[config.mk]
export PLATFORM = sky130hd
export DESIGN_NAME = ecbt_front
export DESIGN_NICKNAME = d
export VERILOG_FILES = /design/src/design/ecbt_pkg.sv /design/src/design/ecbt_front.sv
export SDC_FILE = /design/constraint.sdc
export NUM_CORES = 1
export LEC_CHECK = 0
export ABC_AREA = 1
export ABC_CLOCK_PERIOD_IN_PS = 5100
export BUFFER_PORTS_ARGS = -buffer_cell sky130_fd_sc_hd__buf_4
export CAP_MARGIN = 20
export CORE_MARGIN = 1
export CORE_UTILIZATION = 49
export DETAILED_ROUTE_END_ITERATION = 12
export PLACE_DENSITY = 0.8
export SLEW_MARGIN = 5
export SYNTH_ARGS = -nofsm -noshare
export SYNTH_HDL_FRONTEND = slang
export SYNTH_SLANG_ARGS = --single-unit
[constraint.sdc]
create_clock -name clk -period 5.1 [get_ports clk]
set_clock_uncertainty 0.05 [all_clocks]
set_input_delay 0.51 -clock clk [delete_from_list [all_inputs] [get_ports clk]]
set_output_delay 0.51 -clock clk [all_outputs]
set_load 0.01 [all_outputs]
[src/design/ecbt_pkg.sv]
// Shared types, codes and constants of the edge coverage bitmap tracker.
package ecbt_pkg;

  localparam int MAP_AW      = 16;
  localparam int MAP_BYTES   = 1 << MAP_AW;
  localparam int LOC_W       = MAP_AW - 1;
  localparam int LIMIT_W     = MAP_AW + 1;
  localparam int QUEUE_DEPTH = 2;

  localparam logic [1:0] OP_BLOCK_END = 2'd0;
  localparam logic [1:0] OP_TICK      = 2'd1;
  localparam logic [1:0] OP_READ      = 2'd2;

  localparam logic [2:0] REG_TRACING_ENABLE     = 3'd0;
  localparam logic [2:0] REG_CODE_START         = 3'd1;
  localparam logic [2:0] REG_CODE_END           = 3'd2;
  localparam logic [2:0] REG_INSTRUMENT_LIMIT   = 3'd3;
  localparam logic [2:0] REG_HANG_LIMIT         = 3'd4;
  localparam logic [2:0] REG_CRASH_POINT_ADDR   = 3'd5;
  localparam logic [2:0] REG_CRASH_POINT_ENABLE = 3'd6;

  localparam logic [8:0] SYSTICK_EXC     = 9'd15;
  localparam logic [8:0] FAULT_EXC_LIMIT = 9'd10;

  typedef enum logic [1:0] {
    CMD_NONE,
    CMD_READ,
    CMD_INC,
    CMD_MARK
  } cmd_kind_t;

  typedef struct packed {
    cmd_kind_t         kind;
    logic [MAP_AW-1:0] addr;
    logic              crash;
    logic              hang;
    logic              fault;
  } cmd_t;

  typedef struct packed {
    logic               tracing_enable;
    logic [31:0]        code_start;
    logic [31:0]        code_end;
    logic [LIMIT_W-1:0] instrument_limit;
    logic [31:0]        hang_limit;
    logic [31:0]        crash_point_addr;
    logic               crash_point_enable;
  } cfg_t;

endpackage

[src/design/ecbt_front.sv]
// Front end: accepts items, classifies them and keeps the edge and tick state.
module ecbt_front import ecbt_pkg::*; (
  input  logic        clk,
  input  logic        rst,
  input  cfg_t        cfg,
  input  logic        clearing,
  input  logic        in_valid,
  output logic        in_ready,
  input  logic [1:0]  op,
  input  logic [31:0] block_addr,
  input  logic        irq_active,
  input  logic [8:0]  exception_number,
  input  logic [15:0] read_index,
  input  logic        q_ready,
  output logic        q_push,
  output cmd_t        q_cmd
);

  logic [LOC_W-1:0]  hist_loc, hist_loc_next;
  logic [31:0]       tick_count, tick_count_next;
  logic [MAP_AW-1:0] hash;
  logic [LOC_W-1:0]  edge_loc;
  logic [MAP_AW-1:0] mark_idx;
  logic              in_window;
  logic              exc_ignored;
  logic              is_systick;

  // Low bits of (a >> 8) ^ (a << 4); only the low LOC_W bits of it are ever used.
  assign hash        = block_addr[23:8] ^ {block_addr[11:0], 4'h0};
  assign edge_loc    = hash[LOC_W-1:0];
  assign mark_idx    = {1'b1, hash[LOC_W-1:0]};
  assign in_window   = (block_addr >= cfg.code_start) && (block_addr <= cfg.code_end);
  assign exc_ignored = irq_active && (exception_number > SYSTICK_EXC);
  assign is_systick  = irq_active && (exception_number == SYSTICK_EXC);

  assign in_ready = q_ready && !clearing;
  assign q_push   = in_valid && in_ready;

  always_comb begin
    q_cmd           = '0;
    q_cmd.kind      = CMD_NONE;
    hist_loc_next   = hist_loc;
    tick_count_next = tick_count;
    unique case (op)
      OP_TICK: begin
        if (tick_count != '1) begin
          tick_count_next = tick_count + 32'd1;
        end
      end
      OP_READ: begin
        q_cmd.kind = CMD_READ;
        q_cmd.addr = read_index;
      end
      OP_BLOCK_END: begin
        if (cfg.tracing_enable) begin
          q_cmd.crash = cfg.crash_point_enable && (block_addr == cfg.crash_point_addr);
          if (in_window && !exc_ignored) begin
            if (is_systick) begin
              if ({1'b0, mark_idx} < cfg.instrument_limit) begin
                q_cmd.kind = CMD_MARK;
                q_cmd.addr = mark_idx;
              end
            end else if ({2'b0, edge_loc} < cfg.instrument_limit) begin
              q_cmd.kind    = CMD_INC;
              q_cmd.addr    = {1'b0, edge_loc ^ hist_loc};
              hist_loc_next = {1'b0, edge_loc[LOC_W-1:1]};
              if (tick_count > cfg.hang_limit) begin
                q_cmd.hang      = 1'b1;
                tick_count_next = '0;
              end
              q_cmd.fault = irq_active && (exception_number < FAULT_EXC_LIMIT);
            end
          end
        end
      end
      default: begin
      end
    endcase
  end

  always_ff @(posedge clk) begin
    if (rst) begin
      hist_loc   <= '0;
      tick_count <= '0;
    end else if (q_push) begin
      hist_loc   <= hist_loc_next;
      tick_count <= tick_count_next;
    end
  end

`ifndef SYNTHESIS
  a_no_push_while_clearing: assert property (@(posedge clk) disable iff (rst)
    clearing |-> !q_push)
    else $error("front pushed a command during the map clearing pass");
`endif

endmodule

Yosys cells after proc, flatten, opt, wreduce, memory -nomap -nowiden
Cells that the tools add are included.
{"block": "word_totals", "ff_bits": 46, "in_bits": 212, "out_inout_bits": 23, "wordCells": 56}
{"block": "classes", "addsub": 1, "n_lt_le_gt_ge": 7, "n_eq_ne": 11, "n_mux": 18, "n_bitwise": 3, "n_reduce_logical": 14}
{"operator": "32-bit 2-to-1 mux", "count": 6}
{"operator": "18-bit 2-to-1 mux", "count": 4}
{"operator": "32-bit case mux with 2 select lines", "count": 1}
{"operator": "18-bit case mux with 2 select lines", "count": 1}
{"operator": "32-bit by 1-bit adder with 32-bit output (second input constant)", "count": 1}
{"operator": "32-bit equality test", "count": 1}
{"operator": "32-bit >= comparator", "count": 1}
{"operator": "32-bit > comparator", "count": 1}
{"operator": "32-bit less-or-equal comparator", "count": 1}
{"operator": "32-bit != test (second input constant)", "count": 1}
{"operator": "21-bit 2-to-1 mux", "count": 1}
{"operator": "15-bit by 17-bit less-than comparator with 1-bit output", "count": 1}
{"operator": "16-bit by 17-bit less-than comparator with 1-bit output", "count": 1}
{"operator": "15-bit by 14-bit XOR with 15-bit output", "count": 1}
{"operator": "15-bit XOR", "count": 1}
{"operator": "2-bit != test (second input constant)", "count": 6}
{"operator": "9-bit by 4-bit equality test with 1-bit output (second input constant)", "count": 1}
{"operator": "9-bit by 4-bit > comparator with 1-bit output (second input constant)", "count": 1}
{"operator": "9-bit by 4-bit less-than comparator with 1-bit output (second input constant)", "count": 1}
{"operator": "1-bit logical AND", "count": 8}
{"operator": "8-bit AND reduction", "count": 1}
{"operator": "2-bit 2-to-1 mux", "count": 3}
{"operator": "6-bit AND reduction", "count": 1}
{"operator": "3-bit 2-to-1 mux", "count": 1}
{"operator": "7 further kinds", "count": 8}

Logic depth before layout (Yosys ltp)
Gate-level depths: netlist (run 1).
{"block": "logic_depth", "word_depth": 7, "depth_mapped": 21, "mapped_depth_nobuf": 20}

Worst setup path before layout (run 1)
No wires, ideal clock.
{"block": "synth_path", "path_type": "input -> output", "startpoint": "in block_addr[0]", "endpoint": "out q_cmd[13] (netlist bit)", "arrival_ns": 2.449, "required_ns": 4.540, "path_slack_ns": 2.091, "stages": 14, "path_buffers": 0, "path_cell_list": "xnor2_1 inv_1 ha_1 a21oi_1 o21ai_0 nand2_1 nand3_1 nand2_1 nand3_1 nor2_1 inv_1 nor3_1 a21oi_1 o21ai_1"}
{"element": "from (decl)", "line": "ecbt_front.sv:10", "rtl": "input logic [31:0] block_addr,"}
{"element": "to (decl)", "line": "ecbt_front.sv:16", "rtl": "output cmd_t q_cmd"}

==> run_results.csv, run 1 <==
group,metric,value,unit
grt,globalRouteTotalUtil,30.0,%
grt,antenna_found_initial,0,
worst_setup_path,worst_ep_required_time,4.54,ns
synthesis,synth.yosys.seq_area_share,13.2,%
layout,multiInputGateArea,5060,µm²
floorplan,core_area,13900,µm²
clocking,cts_setup_buffers,0,
status,outcome,"completed",
detailed_routing,drt_wl_total,22.2,mm
layout,layoutNonFillerInstCount,1569,
synthesis,ys_warn_count,0,
layout,final_core_utilization,65.0,%
synthesis,compound_gate_portion_of_the_synthesized_area,15.6,%
worst_setup_path,timing.setup.critical_path_class,"input pin to output pin",
place,place.gp.congestion,0.897,
detailed_routing,ant_nets,0,
clocking,clock_tree_root_buffer_cell,"sky130_fd_sc_hd__clkbuf_16",
synthesis,synthesis.instances,1164,
detailed_routing,wire_per_inst,14.1,µm
layout,layout_common_cells,"sky130_fd_sc_hd__nand2_1, sky130_fd_sc_hd__buf_4, sky130_fd_sc_hd__inv_1",
timing,maxSlewHeadroom,29.7,%
timing,setup-tns-final,0,ns
worst_setup_path,critPathCaptureType,"output pin",
timing,post-route-worst-setup-slack,1.19,ns
timing,worst_pin_slew,1.05,ns
power_and_ir_drop,power.static_leakage,4.98,nW
timing,timing.final.setup_violations,0,
synthesis,synth_fa_ha_area_share,19.9,%
timing,grt_setup_unrepaired,"no",
clocking,cts_repair_resize_count,0,
detailed_routing,total_via_count_after_detailed_routing,8220,
grt,grt_remaining_overflow,0,
floorplan,chipHeight,121,µm
timing,final_period_minus_worst_setup_slack,3.91,ns
floorplan,fp.dieArea,14700,µm²
synthesis,synth-edff-count,0,
floorplan,ioPinCount,235,
clocking,clk_path_buf_depth,2,
worst_setup_path,critical-path-max-stage-delay,0.52,ns
place,placement.io_buffers,234,
place,dp.final_hpwl,18.8,mm
run,maxCapViolCount,0,
layout,post_route_cells_drive_above_1_share,20.2,%
timing,final_max_slew_viol_count,0,
timing,period_share,76.8,%
floorplan,number_of_placement_rows,43,
layout,most_common_library_cell_in_the_layout_ignoring_fill_and_taps,"sky130_fd_sc_hd__nand2_1",
layout,final_net_count,1711,
worst_setup_path,worst_path_max_delay_cell,"sky130_fd_sc_hd__xnor2_1",
detailed_routing,drt_drc_violations_left,0,
layout,area_delta_synth_final,29.5,%
place,worst_slack_at_placement,1.27,ns
layout,finish.instance_area,9020,µm²
synthesis,avgSynthCellArea,5.98,µm²
clocking,source_to_sink_clock_delay_at_the_later_pin_of_the_worst_skew_pair,0.29,ns
layout,insertedDiodeCount,0,
layout,ff_latch_area,921,µm²
place,detailed_place.area,8850,µm²
synthesis,synth-seq-cells,46,
grt,grt_first_pass_wirelength,34.7,mm
synthesis,yosysUniqueCellTypes,47,
synthesis,synth_nets,1487,
synthesis,synth_top_family_by_area,"simple AND/OR/NAND/NOR gates",
clocking,cts_inserted_buffers,5,
detailed_routing,drtIter0Drc,645,
place,numPlacedInstances,1561,
worst_setup_path,critPathTopFamily,"simple AND/OR/NAND/NOR gates",
worst_setup_path,path_max_fanout,8,
floorplan,starting_utilization_of_the_core_area,50.2,%
worst_setup_path,path_cells,"buf_4 > xnor2_1 > inv_1 > ha_1 > a21oi_1 > o21ai_0 > a22oi_1 > nand3_1 > nor2_1 > inv_1 > nor3_1 > a21oi_1 > o21ai_1 > buf_4",
grt,grt_start_max_net_pins,59,
power_and_ir_drop,max-vdd-ir-drop,0.000122,V
worst_hold_path,worst_hold_path_type,"input pin to flop",
synthesis,synthesis.area,6960,µm²
synthesis,synth-main-ff-cell,"sky130_fd_sc_hd__dfxtp_1",
clocking,ctsHtreeMaxLevel,2,
clocking,tritoncts_clock_tree,"built",
worst_setup_path,worst_setup_path_start_kind,"input pin",
worst_setup_path,worstPathArrival,3.35,ns
worst_setup_path,critPathBufInv,4,
synthesis,synth.area.mux_share,0,%
timing,fmax,255,MHz
clocking,cts_hold_buf,0,
floorplan,die_width,121,µm
clocking,clock_sinks,46,
grt,number_of_global_route_vias_before_repair,7387,
power_and_ir_drop,power.density_cell_area,139,nW/µm²
clocking,clk_pin_slew,0.07,ns
synthesis,async_flop_share,0,%
detailed_routing,detail_route.vias_per_cell,5.24,
synthesis,synthSimpleGateAreaFrac,33.8,%
timing,hold_viol,0,
layout,fillerInstances,1358,
synthesis,xor_xnor_share_of_the_synthesized_area,3.27,%
detailed_routing,first_pass_iters,6,
## area by class of cell
cell class                 count  share of cell area, %
clock buffer                   5                   1.39
inverter                     228                   9.49
timing repair buffer         239                   19.9
clock inverter                 3                  0.444
sequential                    46                   10.2
multi-input combinational    868                   56.1
tap                          180                   2.50
## synthesized netlist by cell type (8+ instances only)
master	n	share of area, %
sky130_fd_sc_hd__a21oi_1	97	7.0
sky130_fd_sc_hd__nand3_1	83	6.0
sky130_fd_sc_hd__or2_2	15	1.3
sky130_fd_sc_hd__ha_1	111	20
sky130_fd_sc_hd__dfxtp_1	46	13
sky130_fd_sc_hd__inv_1	222	12
sky130_fd_sc_hd__nor3_1	19	1.4
sky130_fd_sc_hd__o21ai_0	42	3.0
sky130_fd_sc_hd__xnor2_1	18	2.3
sky130_fd_sc_hd__nor2_1	102	5.5
sky130_fd_sc_hd__xor2_1	8	1.0
sky130_fd_sc_hd__nand2_1	275	15
sky130_fd_sc_hd__nand4_1	25	2.2
sky130_fd_sc_hd__nor4_1	8	0.72
## layer usage
layer | wire, µm | part of all wire [%] | track usage, %
met1 | 9520 | 43 | 37.1
met2 | 10200 | 46 | 51.4
met3 | 1720 | 7.7 | 5.83
met4 | 709 | 3.2 | 10.6
met5 | 0 | 0 | 0
## flip-flops by register name, indices dropped and copies added, names as in the netlist
name and flops:
hist_loc 14, tick_count 32
## cells by family after synthesis
logic type,after synthesis
buf+inv,250
flops,46
xor+xnor,26
fa+ha+maj,111
compound gates,189
simple gates,542
## power by group
part,internal (mW),switching [mW],total [mW]
combinational,0.242,0.260,0.502
clock,0.230,0.149,0.379
sequential,0.365,0.0100,0.375
## metrics by stage
stage / power (mW) / hold slack, ns
3_3_place_gp: 0.873 / 0.401
3_5_place_dp: 0.882 / 0.407
5_1_grt: 1.34 / 0.373
6_report: 1.26 / 0.368
2_1_floorplan: 0.648 / 0.390
4_1_cts: 1.26 / 0.359
## path summary, 6_finish.rpt
kind                                     start        endpoint  slack (ns)  depth (start not counted)
worst max-delay path             block_addr[6]       q_cmd[13]        1.19                         14
worst min-delay path                       rst   tick_count[0]        0.37                          2
worst max register to register  tick_count[23]  tick_count[23]        2.27                         15
worst min register to register     hist_loc[1]     hist_loc[1]        0.42                          2
(Power assumes the default switching activity.)
==> run 2, diff against run 1 <==
--- a/config.mk
+++ b/config.mk
@@ -6,13 +6,13 @@
 export NUM_CORES = 1
 export LEC_CHECK = 0
 export ABC_AREA = 1
-export ABC_CLOCK_PERIOD_IN_PS = 5100
+export ABC_CLOCK_PERIOD_IN_PS = 3500
 export BUFFER_PORTS_ARGS = -buffer_cell sky130_fd_sc_hd__buf_4
 export CAP_MARGIN = 20
 export CORE_MARGIN = 1
-export CORE_UTILIZATION = 49
+export CORE_UTILIZATION = 48
 export DETAILED_ROUTE_END_ITERATION = 12
-export PLACE_DENSITY = 0.8
+export PLACE_DENSITY = 0.82
 export SLEW_MARGIN = 5
 export SYNTH_ARGS = -nofsm -noshare
 export SYNTH_HDL_FRONTEND = slang
==> constraint.sdc (replaced) <==
create_clock -name clk -period 3.5 [get_ports clk]
set_clock_uncertainty 0.05 [all_clocks]
set_input_delay 0.35 -clock clk [delete_from_list [all_inputs] [get_ports clk]]
set_output_delay 0.35 -clock clk [all_outputs]
set_load 0.01 [all_outputs]
==> run 2 against run 1 <==
Effect of this change: via count up 1.2%; power up 41%; first-iteration DRC count unchanged; largest power group unchanged; wire length up 0.74%; sequential cell count unchanged; worst hold slack worse by 0.16 ns.
==> run_results.csv, run 2 (synthesis results as in run 1) <==
group,metric,value,unit
layout,finish.instance_area,9050,µm²
floorplan,ioPinCount,235,
place,dp.final_hpwl,19.0,mm
layout,post_route_cells_drive_above_1_share,20.5,%
worst_setup_path,critical-path-max-stage-delay,0.31,ns
grt,grt_start_max_net_pins,59,
timing,final_period_minus_worst_setup_slack,3.19,ns
clocking,ctsHtreeMaxLevel,2,
detailed_routing,drtIter0Drc,645,
worst_setup_path,worst_ep_required_time,3.10,ns
grt,number_of_global_route_vias_before_repair,7694,
timing,maxSlewHeadroom,31.0,%
layout,layout_common_cells,"sky130_fd_sc_hd__nand2_1, sky130_fd_sc_hd__buf_4, sky130_fd_sc_hd__inv_1",
timing,period_share,91.0,%
clocking,clk_pin_slew,0.06,ns
layout,insertedDiodeCount,0,
timing,timing.final.setup_violations,0,
clocking,clk_path_buf_depth,2,
run,maxCapViolCount,0,
clocking,cts_setup_buffers,0,
timing,fmax,314,MHz
detailed_routing,ant_nets,0,
timing,setup-tns-final,0,ns
layout,largest_register_ffs,32,
clocking,cts_repair_resize_count,0,
grt,globalRouteTotalUtil,29.8,%
floorplan,chipHeight,122,µm
layout,fillerInstances,1338,
power_and_ir_drop,power.static_leakage,5.00,nW
worst_setup_path,worst_setup_path_start_kind,"input pin",
detailed_routing,first_pass_iters,6,
timing,grt_setup_unrepaired,"no",
worst_setup_path,worstPathArrival,2.79,ns
place,place.gp.congestion,0.993,
grt,grt_remaining_overflow,0,
worst_setup_path,worst_path_max_delay_cell,"sky130_fd_sc_hd__xnor2_1",
layout,ff_latch_area,921,µm²
floorplan,core_area,14000,µm²
layout,register_with_the_most_flip_flops,"tick_count",
timing,final_max_slew_viol_count,0,
clocking,tritoncts_clock_tree,"built",
detailed_routing,drt_wl_total,22.3,mm
floorplan,fp.dieArea,15000,µm²
place,placement.io_buffers,234,
timing,hold_viol,0,
place,detailed_place.area,8900,µm²
floorplan,number_of_placement_rows,43,
layout,multiInputGateArea,5070,µm²
grt,grt_first_pass_wirelength,35.3,mm
worst_setup_path,timing.setup.critical_path_class,"input pin to output pin",
worst_hold_path,worst_hold_path_type,"input pin to flop",
detailed_routing,drt_drc_violations_left,0,
layout,reg_top3,"tick_count (32), hist_loc (14)",
worst_setup_path,path_cells,"buf_4 > xnor2_1 > inv_1 > ha_1 > a21oi_1 > nor2_1 > nor2_1 > nand3_1 > nand2_1 > nand3_1 > nor2_1 > inv_1 > nor3_1 > a21oi_1 > o21ai_1 > buf_4",
floorplan,starting_utilization_of_the_core_area,49.6,%
timing,worst_pin_slew,1.03,ns
floorplan,die_width,122,µm
worst_setup_path,path_max_fanout,5,
detailed_routing,wire_per_inst,14.2,µm
clocking,clock_sinks,46,
clocking,cts_hold_buf,0,
detailed_routing,total_via_count_after_detailed_routing,8318,
layout,final_net_count,1716,
layout,most_common_library_cell_in_the_layout_ignoring_fill_and_taps,"sky130_fd_sc_hd__nand2_1",
grt,antenna_found_initial,0,
power_and_ir_drop,design_power_total,1.77,mW
clocking,clock_tree_root_buffer_cell,"sky130_fd_sc_hd__clkbuf_16",
worst_setup_path,critPathBufInv,4,
status,outcome,"completed",
power_and_ir_drop,max-vdd-ir-drop,0.000167,V
power_and_ir_drop,power.density_cell_area,195,nW/µm²
timing,timing.hold.ws,0.205,ns
worst_setup_path,critPathCaptureType,"output pin",
clocking,cts_inserted_buffers,5,
detailed_routing,detail_route.vias_per_cell,5.29,
clocking,source_to_sink_clock_delay_at_the_later_pin_of_the_worst_skew_pair,0.29,ns
worst_setup_path,critical-path-top-cell-by-count,"sky130_fd_sc_hd__nor2_1",
layout,area_delta_synth_final,30.0,%
worst_setup_path,critPathTopFamily,"simple AND/OR/NAND/NOR gates",
-- run 2: where the power goes --
group,switching (mW),internal [mW]
Combinational,0.385,0.360
Clock,0.200,0.277
Sequential,0.0146,0.533
-- run 2: routing by layer --
metal / GRT usage [%] / up-vias / wire [µm]
met1: 36.7 / 3673 / 9350
met2: 52.6 / 349 / 10500
met5: 0 / - / 0
li1: - / 4245 / -
met4: 10.7 / 0 / 720
met3: 3.81 / 51 / 1750
-- run 2: metrics by stage --
step                utilization (%)  setup slack (ns)  instances
finish                         64.5             0.313       1572
global route                   64.5             0.120       1572
CTS                            64.4            0.0941       1572
detailed placement             63.4             0.104       1566
global placement               63.4             0.187       1566
floorplan                         -             0.811       1164
-- run 2: worst paths after layout --
path,start,endpoint,slack [ns],cells after the start
worst max-delay path,block_addr[2],q_cmd[13],0.31,16
worst min-delay path,rst,tick_count[0],0.21,2
worst max register to register,tick_count[0],tick_count[15],0.78,14
worst min register to register,hist_loc[1],hist_loc[1],0.42,2
-- run 2: cell type report --
class,count,area share (%)
Timing Repair Buffer,244,20.4
Sequential cell,46,10.2
Inverter,228,9.45
Clock buffer,6,1.53
Multi-Input combinational cell,868,56.0
Tap cell,180,2.49
-- run 2: worst register-to-register path, stage by stage, from the launching register on --
cell                      delay, ns
sky130_fd_sc_hd__dfxtp_1       0.33
sky130_fd_sc_hd__ha_1          0.23
sky130_fd_sc_hd__nand3_1       0.13
sky130_fd_sc_hd__nor2_2        0.06
sky130_fd_sc_hd__inv_2         0.07
sky130_fd_sc_hd__nor2_4        0.05
sky130_fd_sc_hd__nand4_2       0.08
sky130_fd_sc_hd__nor2_2        0.06
sky130_fd_sc_hd__inv_2         0.12
sky130_fd_sc_hd__nor2_8        0.05
sky130_fd_sc_hd__a31oi_4       0.75
sky130_fd_sc_hd__buf_4         0.40
sky130_fd_sc_hd__nand3_1       0.11
sky130_fd_sc_hd__nand2_1       0.08
sky130_fd_sc_hd__nor2_1        0.05
