## src/design/ecbt_pkg.sv

```systemverilog
// Shared types, codes and constants of the edge coverage bitmap tracker.
package ecbt_pkg;

  localparam int MAP_AW      = 16;
  localparam int MAP_BYTES   = 1 << MAP_AW;
  localparam int LOC_W       = MAP_AW - 1;
  localparam int LIMIT_W     = MAP_AW + 1;
  localparam int QUEUE_DEPTH = 2;

  localparam logic [1:0] OP_BLOCK_END = 2'd0;
  localparam logic [1:0] OP_TICK      = 2'd1;
  localparam logic [1:0] OP_READ      = 2'd2;

  localparam logic [2:0] REG_TRACING_ENABLE     = 3'd0;
  localparam logic [2:0] REG_CODE_START         = 3'd1;
  localparam logic [2:0] REG_CODE_END           = 3'd2;
  localparam logic [2:0] REG_INSTRUMENT_LIMIT   = 3'd3;
  localparam logic [2:0] REG_HANG_LIMIT         = 3'd4;
  localparam logic [2:0] REG_CRASH_POINT_ADDR   = 3'd5;
  localparam logic [2:0] REG_CRASH_POINT_ENABLE = 3'd6;

  localparam logic [8:0] SYSTICK_EXC     = 9'd15;
  localparam logic [8:0] FAULT_EXC_LIMIT = 9'd10;

  typedef enum logic [1:0] {
    CMD_NONE,
    CMD_READ,
    CMD_INC,
    CMD_MARK
  } cmd_kind_t;

  typedef struct packed {
    cmd_kind_t         kind;
    logic [MAP_AW-1:0] addr;
    logic              crash;
    logic              hang;
    logic              fault;
  } cmd_t;

  typedef struct packed {
    logic               tracing_enable;
    logic [31:0]        code_start;
    logic [31:0]        code_end;
    logic [LIMIT_W-1:0] instrument_limit;
    logic [31:0]        hang_limit;
    logic [31:0]        crash_point_addr;
    logic               crash_point_enable;
  } cfg_t;

endpackage

```

## src/design/ecbt_queue.sv

```systemverilog
// Small command queue between the front end and the map back end.
module ecbt_queue import ecbt_pkg::*; #(
  parameter int DEPTH = QUEUE_DEPTH
) (
  input  logic clk,
  input  logic rst,
  input  logic push,
  input  cmd_t push_cmd,
  output logic ready,
  input  logic pop,
  output logic valid,
  output cmd_t head
);

  localparam int PTR_W = (DEPTH > 1) ? $clog2(DEPTH) : 1;
  localparam int CNT_W = $clog2(DEPTH + 1);

  cmd_t             entries [DEPTH];
  logic [PTR_W-1:0] wr_ptr;
  logic [PTR_W-1:0] rd_ptr;
  logic [CNT_W-1:0] count;

  assign ready = count != CNT_W'(DEPTH);
  assign valid = count != '0;
  assign head  = entries[rd_ptr];

  always_ff @(posedge clk) begin
    if (push) begin
      entries[wr_ptr] <= push_cmd;
    end
  end

  always_ff @(posedge clk) begin
    if (rst) begin
      wr_ptr <= '0;
      rd_ptr <= '0;
      count  <= '0;
    end else begin
      if (push) begin
        wr_ptr <= (wr_ptr == PTR_W'(DEPTH - 1)) ? '0 : wr_ptr + 1'b1;
      end
      if (pop) begin
        rd_ptr <= (rd_ptr == PTR_W'(DEPTH - 1)) ? '0 : rd_ptr + 1'b1;
      end
      if (push && !pop) begin
        count <= count + 1'b1;
      end else if (pop && !push) begin
        count <= count - 1'b1;
      end
    end
  end

`ifndef SYNTHESIS
  a_no_pop_empty: assert property (@(posedge clk) disable iff (rst)
    pop |-> count != '0)
    else $error("queue popped while empty");
  a_count_bound: assert property (@(posedge clk) disable iff (rst)
    count <= CNT_W'(DEPTH))
    else $error("queue count exceeds its depth");
`endif

endmodule

```

## config.mk

```make
export PLATFORM = sky130hd
export DESIGN_NAME = ecbt_queue
export DESIGN_NICKNAME = d
export VERILOG_FILES = /design/src/design/ecbt_pkg.sv /design/src/design/ecbt_queue.sv
export SDC_FILE = /design/constraint.sdc
export NUM_CORES = 1
export LEC_CHECK = 0
export BUFFER_PORTS_ARGS = -buffer_cell sky130_fd_sc_hd__buf_2
export CAP_MARGIN = 0
export CORE_UTILIZATION = 54
export DETAILED_ROUTE_END_ITERATION = 7
export MAX_ROUTING_LAYER = met4
export PLACE_DENSITY_LB_ADDON = 0.15
export SYNTH_ARGS = -nofsm -noshare
export SYNTH_HDL_FRONTEND = slang
export SYNTH_SLANG_ARGS = --single-unit
```

## constraint.sdc

```tcl
create_clock -name clk -period 5.1 [get_ports clk]
set_input_delay 1.02 -clock clk [delete_from_list [all_inputs] [get_ports clk]]
set_output_delay 1.02 -clock clk [all_outputs]
set_load 0.03 [all_outputs]
```

# After elaboration in Yosys (flattened, before gate mapping)
# Memory sizes are Yosys's and may differ from the RTL's. A register that Yosys moved wholly into a read port is not among the register bits.
# Index checks and enable logic that the tools add are counted.
# word_totals
regBits	4
ramBits	42
inputBits	25
wordCells	23
memories	1
# mem_list
memory	words	word_bits	read_ports	rd_ports_with_merged_regs	write_ports	line_no	text
entries	2	21	1	1	1	ecbt_queue.sv:18	cmd_t entries [DEPTH];
# classes
n_addsub	4
eq_ne	1
muxes	8
n_reduce_logical	6
# op_table
operator	n
$mux W1	6
$mux W2	2
$reduce_bool A2 Y1	2
$add A1 B1 Y1 const B	2
$add A2 B1 Y2 const B	1
$logic_and A1 B1 Y1	2
$logic_not A1 Y1	2
$ne A2 B2 Y1 const B	1
$sub A2 B1 Y2 const B	1

# Longest topological paths before layout
# Gate-level depths: netlist of run 1.
# depth
word_depth	4
depth_mapped	5
ltp_nobuf	5

# Worst setup path before layout of run 1
# No wires, ideal clock.
# synth_timing
path_type	input -> register
startpoint	input port push
endpoint	memory entries[0][0] (netlist name) (enable)
arrival_time_ns	1.998
required_time_ns	4.699
path_slack_ns	2.701
cell_stages	1
n_path_buf	0
cell_sequence	nor2b_1
# synth_via
elab_chain_len	2
# synth_rtl
item	line_no	text
from (decl)	ecbt_queue.sv:7	input logic push,
$mux W1	ecbt_queue.sv:28	if (push) begin
$mux W1 (not written as such)	ecbt_queue.sv:29	entries[wr_ptr] <= push_cmd;
to (decl)	ecbt_queue.sv:18	
# No other way between the ends.

==> results of run 1 <==
-- layout make-up --
type / instances / area share [%]
Clock buffer: 6 / 2.50
Clock inverter: 1 / 0.244
Inverter: 1 / 0.183
Multi-Input combinational cell: 37 / 16.7
Sequential cell: 47 / 66.3
Tap cell: 44 / 2.68
Timing Repair Buffer: 47 / 11.4
-- cell families after synthesis --
logic type	count (synthesis)
multiplexers	21
flip-flops	47
XOR/XNOR	4
adder cells (fa/ha/maj)	1
AND/OR/NAND/NOR	9
buffers and inverters	3
AO/OA/AOI/OAI	2
-- cell usage after synthesis (all sizes together) --
master	number
xor2	2
a21oi	1
dfxtp	5
or2	1
ha	1
and2	1
nor2	4
inv	1
xnor2	2
o21ai	1
nor2b	1
or3	1
nand2b	1
edfxtp	42
mux2	21
buf	2
-- state kept, by name (all words and copies together) (netlist names), named ones only --
name     flops
count        2
entries     42
rd_ptr       1
wr_ptr       1
-- routing by layer --
metal  up-vias  track usage [%]
met5         -                -
met4         0             7.14
met3         5             7.03
met2        31             26.4
met1       445             19.8
li1        431                -
-- worst max-delay path, delay by kind of cell, from the launching register on --
kind     cells  cell delay (ns)
flops        1             0.99
mux          1             0.41
buf+inv      1             0.18
-- worst paths after layout --
check / from / to
setup / recovery: flip-flop / head[0]
hold / removal: count[1]$_SDFFE_PP0P_ / count[1]$_SDFFE_PP0P_
setup reg to reg: wr_ptr$_SDFFE_PP0P_ / entries[0][1]$_DFFE_PP_
hold reg to reg: count[1]$_SDFFE_PP0P_ / count[1]$_SDFFE_PP0P_
-- per-stage QoR --
step	std cells	hold WS, ns	power (µW)	setup slack (ns)	cell area (µm²)
after floorplan	87	0.461	547	2.70	1720
after global placement	176	0.478	583	2.55	2000
after detailed placement	176	0.509	588	2.52	2000
after CTS	183	0.521	752	2.12	2050
after global routing	183	0.543	778	2.03	2050
final	183	0.517	747	2.16	2050
-- report_power, final --
part	switching [µW]	total (µW)	internal, µW
combinational	75.0	116	41.0
sequential	14.3	461	447
clock	105	169	64.0
==> out/qor.yml, run 1 <==
timing:
  finalCriticalPeriod_ns: 2.94
  fmax_mhz: 340
  setup_viol: 0
  rsz0062_at_grt: "no"
  period_share_pct: 57.7
  relSlewSlack_pct: 26.8
  final_hold_viol_count: 0
  fin_skew_ns: 0.0109
  slew_viol_final: 0
  worst_pin_slew_ns: 1.09
  setup_tns_ns: 0
critical_path:
  end_kind: "output pin"
  cp.arrival_ns: 1.92
  crit_fanout: 21
  cp_slowest_stage_delay_ns: 0.99
  r2r_cells: 1
  crit_path_cell_trace: "mux2_2 -> buf_2"
  cp-start-kind: "flip-flop"
  ff2ff_setup_slack_ns: 3.50
  crit_required_ns: 4.08
  path_class: "flip-flop to output pin"
  slowest_stage: "dfxtp_1"
floorplan:
  fp.dieH_um: 58.4
  ioPinCount: 48
  rows: 20
  die_area_mm2: 0.00341
  initial_core_util_pct: 56.7
  die_x_um: 58.4
  core_mm2: 0.00303
outcome:
  outcome: "finished, final reports clean"
placement:
  hpwl_mm: 1.69
  place.gp.congestion: 0.600
  io_buffers: 47
routing:
  highest_layer: "met4"
  vias_per_cell: 4.98
  routed-via-count: 912
  wl_met1_mm: 1.07
  drt_pre_antenna_iters: 4
  wl_met3_um: 164
  drc_errors: 0
  drt_iter0_drc: 33
  routed-wl-met2_mm: 1.29
  wl_mm: 2.57
  wire_per_inst_um: 14.0
  ant_nets: 0
clock_network:
  clockRootBuffer: "clkbuf_4"
  cts_tree: "yes"
  cts_buffer_depth: 2
  cts_made_buffers: 5
  clock_sinks: 47
  hold_buffers: 0
  htree_num_levels: 2
  post_cts_resized: 0
  clkTransAtPathRegs_ns: 0.12
  post-cts-setup-buffers: 0
  clk_latency_ns: 0.35
power_and_ir_drop:
  p_per_area_mw_per_mm2: 363
  p_leak_uw: 0.000789
  peakVddDrop_mv: 0.212
logic_synthesis:
  synth_cell_types: 17
  synth.yosys.seq_area_share_pct: 79.4
  synthCells: 87
  yosys_warnings: 0
  synth_top_area_share_pct: 73.5
  synth_fa_ha_area_share_pct: 0.729
  yosys.area_share.simple_pct: 2.70
  synth_compound_area_share_pct: 0.584
  synth_top_family_by_area: "multiplexers"
  syn_avg_cell_area_um2: 19.7
  ys_ff_latch: 47
  synth_top_area_cell: "edfxtp_1"
  synthTopCellsByArea: "edfxtp_1 74%, mux2_1 13%, dfxtp_1 5.8%"
  muxShareOfSynthArea_pct: 13.8
  synthXorXnorAreaFrac_pct: 2.04
  syn-num-nets: 113
  synth.cell_area_mm2: 0.00172
grt:
  grt_pass1_vias: 850
  grtUsageTotal_pct: 17.1
  grt_max_degree: 22
  antenna_found_initial: 0
  gr-total-overflow: 0
  grt_pass1_wl_mm: 3.87
finish:
  n_antenna_cell: 0
  layout_commonest_cell: "buf_2"
  fin_nets: 165
  drive_above_1_share_pct: 40.3
  regArea_mm2: 0.00136
  multi_input_area_um2: 343
  mostFrequentLayoutCells: "47 x buf_2, 42 x edfxtp_1, 20 x mux2_1"
  syn_to_final_growth_pct: 19.8
  finalCoreUtilization_pct: 67.9
  fillers: 200
flow_run:
  cap_violations: 0
worst_hold_path:
  hold_class: "flip-flop to flip-flop"
  hold_depth: 2
(Power assumes the default switching activity.)
==> inputs of run 2 (changes only) <==
--- a/config.mk
+++ b/config.mk
@@ -5,9 +5,10 @@
 export SDC_FILE = /design/constraint.sdc
 export NUM_CORES = 1
 export LEC_CHECK = 0
+export ABC_AREA = 1
 export BUFFER_PORTS_ARGS = -buffer_cell sky130_fd_sc_hd__buf_2
 export CAP_MARGIN = 0
-export CORE_UTILIZATION = 54
+export CORE_UTILIZATION = 51
 export DETAILED_ROUTE_END_ITERATION = 7
 export MAX_ROUTING_LAYER = met4
 export PLACE_DENSITY_LB_ADDON = 0.15
==> constraint.sdc (replaced) <==
create_clock -name clk -period 2.9 [get_ports clk]
set_input_delay 0.58 -clock clk [delete_from_list [all_inputs] [get_ports clk]]
set_output_delay 0.58 -clock clk [all_outputs]
set_load 0.03 [all_outputs]
==> run 2 against run 1 <==
Effect of this change:
- sequential power increased by 72%
- global-route usage decreased by 0.49 points
- combinational power increased by 100%
- core utilization decreased by 2.4 points
- power increased by 99%
- synthesized cell count increased by 13%
- routed wire length increased by 4.2%
- die area increased by 12%
- largest cell class unchanged
- setup slack got worse by 1.3 ns
==> out/qor.yml, run 2 <==
routing:
  wire_per_inst_um: 13.4  # was 14.0 µm
  wl_mm: 2.68  # was 2.57 mm
  drt_iter0_drc: 9  # was 33
  vias_per_cell: 4.72  # was 4.98
  ant_nets: 0  # unchanged
  drc_errors: 0  # unchanged
  routed-via-count: 943  # was 912
  drt_pre_antenna_iters: 3  # was 4
logic_synthesis:
  synth_cell_types: 15  # was 17
  synthTopCellsByArea: "edfxtp_1 69%, mux2_4 16%, dfxtp_1 5.5%"  # was edfxtp_1 74%, mux2_1 13%, dfxtp_1 5.8%
  synthCells: 98  # was 87
  synth_top_area_cell: "edfxtp_1"  # unchanged
  yosys_warnings: 0  # unchanged
  synth_top_area_share_pct: 69.2  # was 73.5%
  ys.flop_type: "edfxtp_1"  # unchanged
  synth_edf_count: 42  # unchanged
  synth_common_cells: "42 x edfxtp_1, 20 x mux2_4, 9 x inv_1"  # was 42 x edfxtp_1, 20 x mux2_1, 5 x dfxtp_1
  ys_async_sr_fraction_pct: 0  # unchanged
  synth.cell_area_mm2: 0.00182  # was 0.00172 mm²
  syn_avg_cell_area_um2: 18.6  # was 19.7 µm²
  syn-num-nets: 124  # was 113
  ys_ff_latch: 47  # unchanged
  synth.yosys.seq_area_share_pct: 74.7  # was 79.4%
  synth_most_common_cell: "edfxtp_1"  # unchanged
finish:
  top_register: "entries"  # unchanged
  mostFrequentLayoutCells: "47 x buf_2, 42 x edfxtp_1, 20 x mux2_4"  # was 47 x buf_2, 42 x edfxtp_1, 20 x mux2_1
  reg.largest.list: "entries x42, count x2"  # unchanged
  syn_to_final_growth_pct: 21.8  # was 19.8%
  fin_nets: 179  # was 165
  drive_above_1_share_pct: 51.3  # was 40.3%
  n_antenna_cell: 0  # unchanged
  layout_commonest_cell: "buf_2"  # unchanged
  fillers: 264  # was 200
  largest_reg_flops: 42  # unchanged
grt:
  met1_usage_pct: 16.6  # was 19.8%
  gr-total-overflow: 0  # unchanged
  met3_usage_pct: 6.42  # was 7.03%
  grt_max_degree: 23  # was 22
  grt_pass1_vias: 928  # was 850
  antenna_found_initial: 0  # unchanged
  grt_pass1_wl_mm: 4.02  # was 3.87 mm
  use_met2_pct: 28.9  # was 26.4%
  top_usage_layer: "met2"  # unchanged
  grtUsageTotal_pct: 16.6  # was 17.1%
floorplan:
  core_mm2: 0.00339  # was 0.00303 mm²
  die_x_um: 61.8  # was 58.4 µm
  rows: 21  # was 20
  ioPinCount: 48  # unchanged
  initial_core_util_pct: 53.7  # was 56.7%
  die_area_mm2: 0.00381  # was 0.00341 mm²
  fp.dieH_um: 61.8  # was 58.4 µm
flow_run:
  cap_violations: 0  # unchanged
critical_path:
  crit_fanout: 13  # was 21
  path_class: "flip-flop to output pin"  # unchanged
  r2r_cells: 2  # was 1
  cp-start-kind: "flip-flop"  # unchanged
  end_kind: "output pin"  # unchanged
  cp.arrival_ns: 1.49  # was 1.92 ns
  crit_required_ns: 2.32  # was 4.08 ns
outcome:
  outcome: "finished, final reports clean"  # unchanged
clock_network:
  post-cts-setup-buffers: 0  # unchanged
  cts_made_buffers: 5  # unchanged
  cts_buffer_depth: 2  # unchanged
  hold_buffers: 0  # unchanged
  clock_sinks: 47  # unchanged
  cts_tree: "yes"  # unchanged
  clkTransAtPathRegs_ns: 0.13  # was 0.12 ns
  post_cts_resized: 0  # unchanged
  clockRootBuffer: "clkbuf_4"  # unchanged
  clk_latency_ns: 0.35  # about the same
  htree_num_levels: 2  # unchanged
timing:
  layout_setup_ws_ns: 0.832  # was 2.16 ns
  slew_viol_final: 0  # unchanged
  finalCriticalPeriod_ns: 2.07
  fmax_mhz: 484
  relSlewSlack_pct: 44.8  # was 26.8%
  worst_pin_slew_ns: 0.826  # was 1.09 ns
  rsz0062_at_grt: "no"  # unchanged
  setup_tns_ns: 0  # unchanged
  setup_viol: 0  # unchanged
  fin_skew_ns: 0.0153  # was 0.0109 ns
  period_share_pct: 71.3
  final_hold_viol_count: 0  # unchanged
placement:
  pre_cts_ws_ns: 1.10  # was 2.52 ns
  io_buffers: 47  # unchanged
  hpwl_mm: 1.95  # was 1.69 mm
  place.gp.congestion: 0.643  # was 0.600
power_and_ir_drop:
  p_per_area_mw_per_mm2: 669  # was 363 mW/mm²
  p_leak_uw: 0.000930  # was 0.000789 µW
  peakVddDrop_mv: 0.434  # was 0.212 mV
worst_hold_path:
  hold_class: "input port to flip-flop"  # was flip-flop to flip-flop
  hold_depth: 1  # was 2
-- run 2: critical path: stages (launching register included) --
cell and delay (ns):
dfxtp_1 0.36, buf_4 0.27, mux2_4 0.33, buf_2 0.18
-- run 2: area by class of cell --
cell class                      count  area [µm²]  share of cell area, %
Multi-Input combinational cell     40         407                   18.3
Sequential cell                    47        1360                   61.4
Tap cell                           46        57.6                   2.59
Inverter                            9        33.8                   1.52
Clock buffer                        6        41.3                   1.86
Clock inverter                      2        60.1                   2.71
Timing Repair Buffer               50         258                   11.6
-- run 2: stage by stage --
stage               util, %  cells  cell area (µm²)  hold WS (ns)  total power, µW
floorplan                 -     98             1820         0.480              979
global placement       62.5    192             2120         0.498             1040
detailed placement     62.5    192             2120         0.501             1050
CTS                    65.4    200             2220         0.386             1500
global route           65.4    200             2220         0.384             1550
finish                 65.4    200             2220         0.405             1480
-- run 2: cells by family after synthesis --
group	after synthesis	share of synthesized area (%)
flops	47	74.7
mux	21	17.1
simple gates	15	3.37
buf+inv	11	3.09
xor+xnor	1	0.481
fa+ha+maj	1	0.687
compound gates	2	0.549
-- run 2: metal layers --
metal | share of wire (%) | up-vias | wire length [µm]
li1 | - | 464 | -
met1 | 38 | 445 | 1010
met2 | 56 | 28 | 1500
met3 | 5.1 | 6 | 137
met4 | 1.4 | 0 | 37
met5 | 0 | - | 0
-- run 2: final timing paths --
check                      startpoint                        to  slack [ns]
setup / recovery            flip-flop                   head[1]        0.83
hold / removal           push_cmd[18]  entries[0][18]$_DFFE_PP_        0.41
setup reg to reg  wr_ptr$_SDFFE_PP0P_  entries[1][17]$_DFFE_PP_        1.47
hold reg to reg   rd_ptr$_SDFFE_PP0P_                 flip-flop        0.54
-- run 2: power breakdown --
part | leakage (µW) | switching (µW) | internal [µW] | total [µW]
clock network | 0.0000525 | 188 | 269 | 457
registers | 0.000436 | 11.7 | 779 | 791
logic | 0.000442 | 141 | 95.5 | 237
==> inputs of run 3 (changes only) <==
==> constraint.sdc (replaced) <==
create_clock -name clk -period 2.1 [get_ports clk]
set_input_delay 0.42 -clock clk [delete_from_list [all_inputs] [get_ports clk]]
set_output_delay 0.42 -clock clk [all_outputs]
set_load 0.03 [all_outputs]
==> run 3 against run 2 <==
Effect of this change:
- critical path depth did not move
- global-route usage down 1.3 points
- flip-flop and latch count unchanged
- cell area decreased by 1.3%
- die area did not move
- sequential power rose by 38%
- first-iteration DRC count is 110% higher
- register-to-register slack got worse by 0.40 ns
- count of clock-buffer cells in the layout rose by 1
- sequential share of layout area grew 0.81 points
- clock skew fell by 0.0084 ns
- routed wire length shrank 2.9%
- critical endpoint is now head[0]
- largest cell class unchanged
==> out/qor.yml, run 3 (same netlist as run 2, synthesis figures left out) <==
timing:
  slew_viol_final: 0  # unchanged
  final_hold_viol_count: 0  # unchanged
  fmax_mhz: 532
  fin_skew_ns: 0.00691  # was 0.0153 ns
  relSlewSlack_pct: 86.5  # was 44.8%
  finalCriticalPeriod_ns: 1.88
  period_share_pct: 89.4
  rsz0062_at_grt: "no"  # unchanged
  setup_viol: 0  # unchanged
  holdWs_ns: 0.266  # was 0.405 ns
  setup_tns_ns: 0  # unchanged
  worst_pin_slew_ns: 0.202  # was 0.826 ns
critical_path:
  r2r-end: "entries[1][10]$_DFFE_PP_"  # was entries[1][17]$_DFFE_PP_
  end_kind: "output pin"  # unchanged
  crit_fanout: 11  # was 13
  path_class: "flip-flop to output pin"  # unchanged
  r2r_cells: 3  # was 2
  ff2ff_setup_slack_ns: 1.07  # was 1.47 ns
  cp-start-kind: "flip-flop"  # unchanged
  r2r_start: "wr_ptr$_SDFFE_PP0P_"  # unchanged
  crit_required_ns: 1.68  # was 2.32 ns
  cp.arrival_ns: 1.46  # was 1.49 ns
finish:
  largest_reg_flops: 42  # unchanged
  top_register: "entries"  # unchanged
  finalCoreUtilization_pct: 64.6  # was 65.4%
  fin_nets: 182  # was 179
  final_cell_count_no_fill: 203  # was 200
  drive_above_1_share_pct: 51.6  # was 51.3%
  mostFrequentLayoutCells: "47 x buf_2, 42 x edfxtp_1, 20 x mux2_4"  # unchanged
  reg.largest.list: "entries x42, count x2"  # unchanged
  layout_commonest_cell: "buf_2"  # unchanged
  design_area_mm2: 0.00219  # was 0.00222 mm²
  n_antenna_cell: 0  # unchanged
  syn_to_final_growth_pct: 20.2  # was 21.8%
clock_network:
  clk_latency_ns: 0.33  # was 0.35 ns
  post_cts_resized: 0  # unchanged
  post-cts-setup-buffers: 0  # unchanged
  cts_buffer_depth: 2  # unchanged
  htree_num_levels: 2  # unchanged
  hold_buffers: 0  # unchanged
  clock_sinks: 47  # unchanged
  clockRootBuffer: "clkbuf_4"  # unchanged
  cts_tree: "yes"  # unchanged
  cts_made_buffers: 5  # unchanged
  clkTransAtPathRegs_ns: 0.12  # was 0.13 ns
placement:
  hpwl_mm: 1.93  # was 1.95 mm
  dp_cells: 195  # was 192
  dpl_cell_area_mm2: 0.00214  # was 0.00212 mm²
  place.gp.congestion: 0.629  # was 0.643
  io_buffers: 47  # unchanged
routing:
  ant_nets: 0  # unchanged
  drt_pre_antenna_iters: 4  # was 3
  drt_iter0_drc: 19  # was 9
  wire_per_inst_um: 12.8  # was 13.4 µm
  drc_errors: 0  # unchanged
  wl_mm: 2.60  # was 2.68 mm
  vias_per_cell: 4.77  # was 4.72
  routed-via-count: 968  # was 943
floorplan:
  die_x_um: 61.8  # unchanged
  fp.dieH_um: 61.8  # unchanged
  die_area_mm2: 0.00381  # unchanged
  rows: 21  # unchanged
  core_mm2: 0.00339  # unchanged
  ioPinCount: 48  # unchanged
  initial_core_util_pct: 53.7  # unchanged
power_and_ir_drop:
  p_per_area_mw_per_mm2: 820  # was 669 mW/mm²
  peakVddDrop_mv: 0.480  # was 0.434 mV
  p_leak_uw: 0.000923  # was 0.000930 µW
grt:
  grt_max_degree: 14  # was 23
  grt_pass1_vias: 929  # was 928
  gr-total-overflow: 0  # unchanged
  antenna_found_initial: 0  # unchanged
  grtUsageTotal_pct: 15.3  # was 16.6%
  grt_pass1_wl_mm: 3.83  # was 4.02 mm
outcome:
  outcome: "finished, final reports clean"  # unchanged
worst_hold_path:
  hold_class: "input port to flip-flop"  # unchanged
  hold_end: "entries[0][18]$_DFFE_PP_"  # unchanged
  hold_depth: 1  # unchanged
  hp-start: "push_cmd[18]"  # unchanged
flow_run:
  cap_violations: 0  # unchanged
## run 3: cell count changes in the layout (fill, tap and decap cells not counted), sizes merged
| cell | change |
|---|---|
| buf | +3 |
| bufinv | -2 |
| clkbuf | +1 |
| clkinv | +1 |
## run 3: final cells by class
type	count	area (µm²)
flip-flops and latches	47	1360
fillers	269	1200
multi-input cells	40	407
repair buffers	53	280
well taps	46	57.6
clock buffers	7	45.0
inverters	9	33.8
clock inverters	1	5.00
## run 3: how the worst max path moves through the flow
stage / slack (ns) / end / depth (start not counted)
2_1_floorplan: 0.35 / entries[0][0]$_DFFE_PP_ / 2
3_3_place_gp: 0.61 / head[0] / 3
3_5_place_dp: 0.58 / head[0] / 3
4_1_cts: 0.18 / head[0] / 3
5_1_grt: 0.12 / head[0] / 3
6_report: 0.22 / head[0] / 3
## run 3: where the power goes
part | switching [µW] | leakage, µW | internal [µW]
sequential | 17.1 | 0.000436 | 1080
combinational | 193 | 0.000457 | 136
clock | 242 | 0.0000293 | 131
## run 3: per-stage QoR
stage / power, µW / setup slack, ns
final: 1790 / 0.222
after global routing: 1880 / 0.122
after CTS: 1820 / 0.183
after detailed placement: 1450 / 0.579
after global placement: 1440 / 0.613
after floorplan: 1350 / 0.351
## run 3: critical path, cell delays in order, from the launching register on
cell and delay (ns):
dfxtp_1 0.36, buf_4 0.24, mux2_2 0.36, buf_2 0.17
## run 3: routing by layer
metal / track usage [%] / wire length [µm] / vias to the layer above
li1: - / - / 473
met1: 16.2 / 1050 / 464
met2: 26.6 / 1430 / 29
met5: - / 0 / -
met4: 6.67 / 15 / 0
met3: 4.35 / 107 / 2
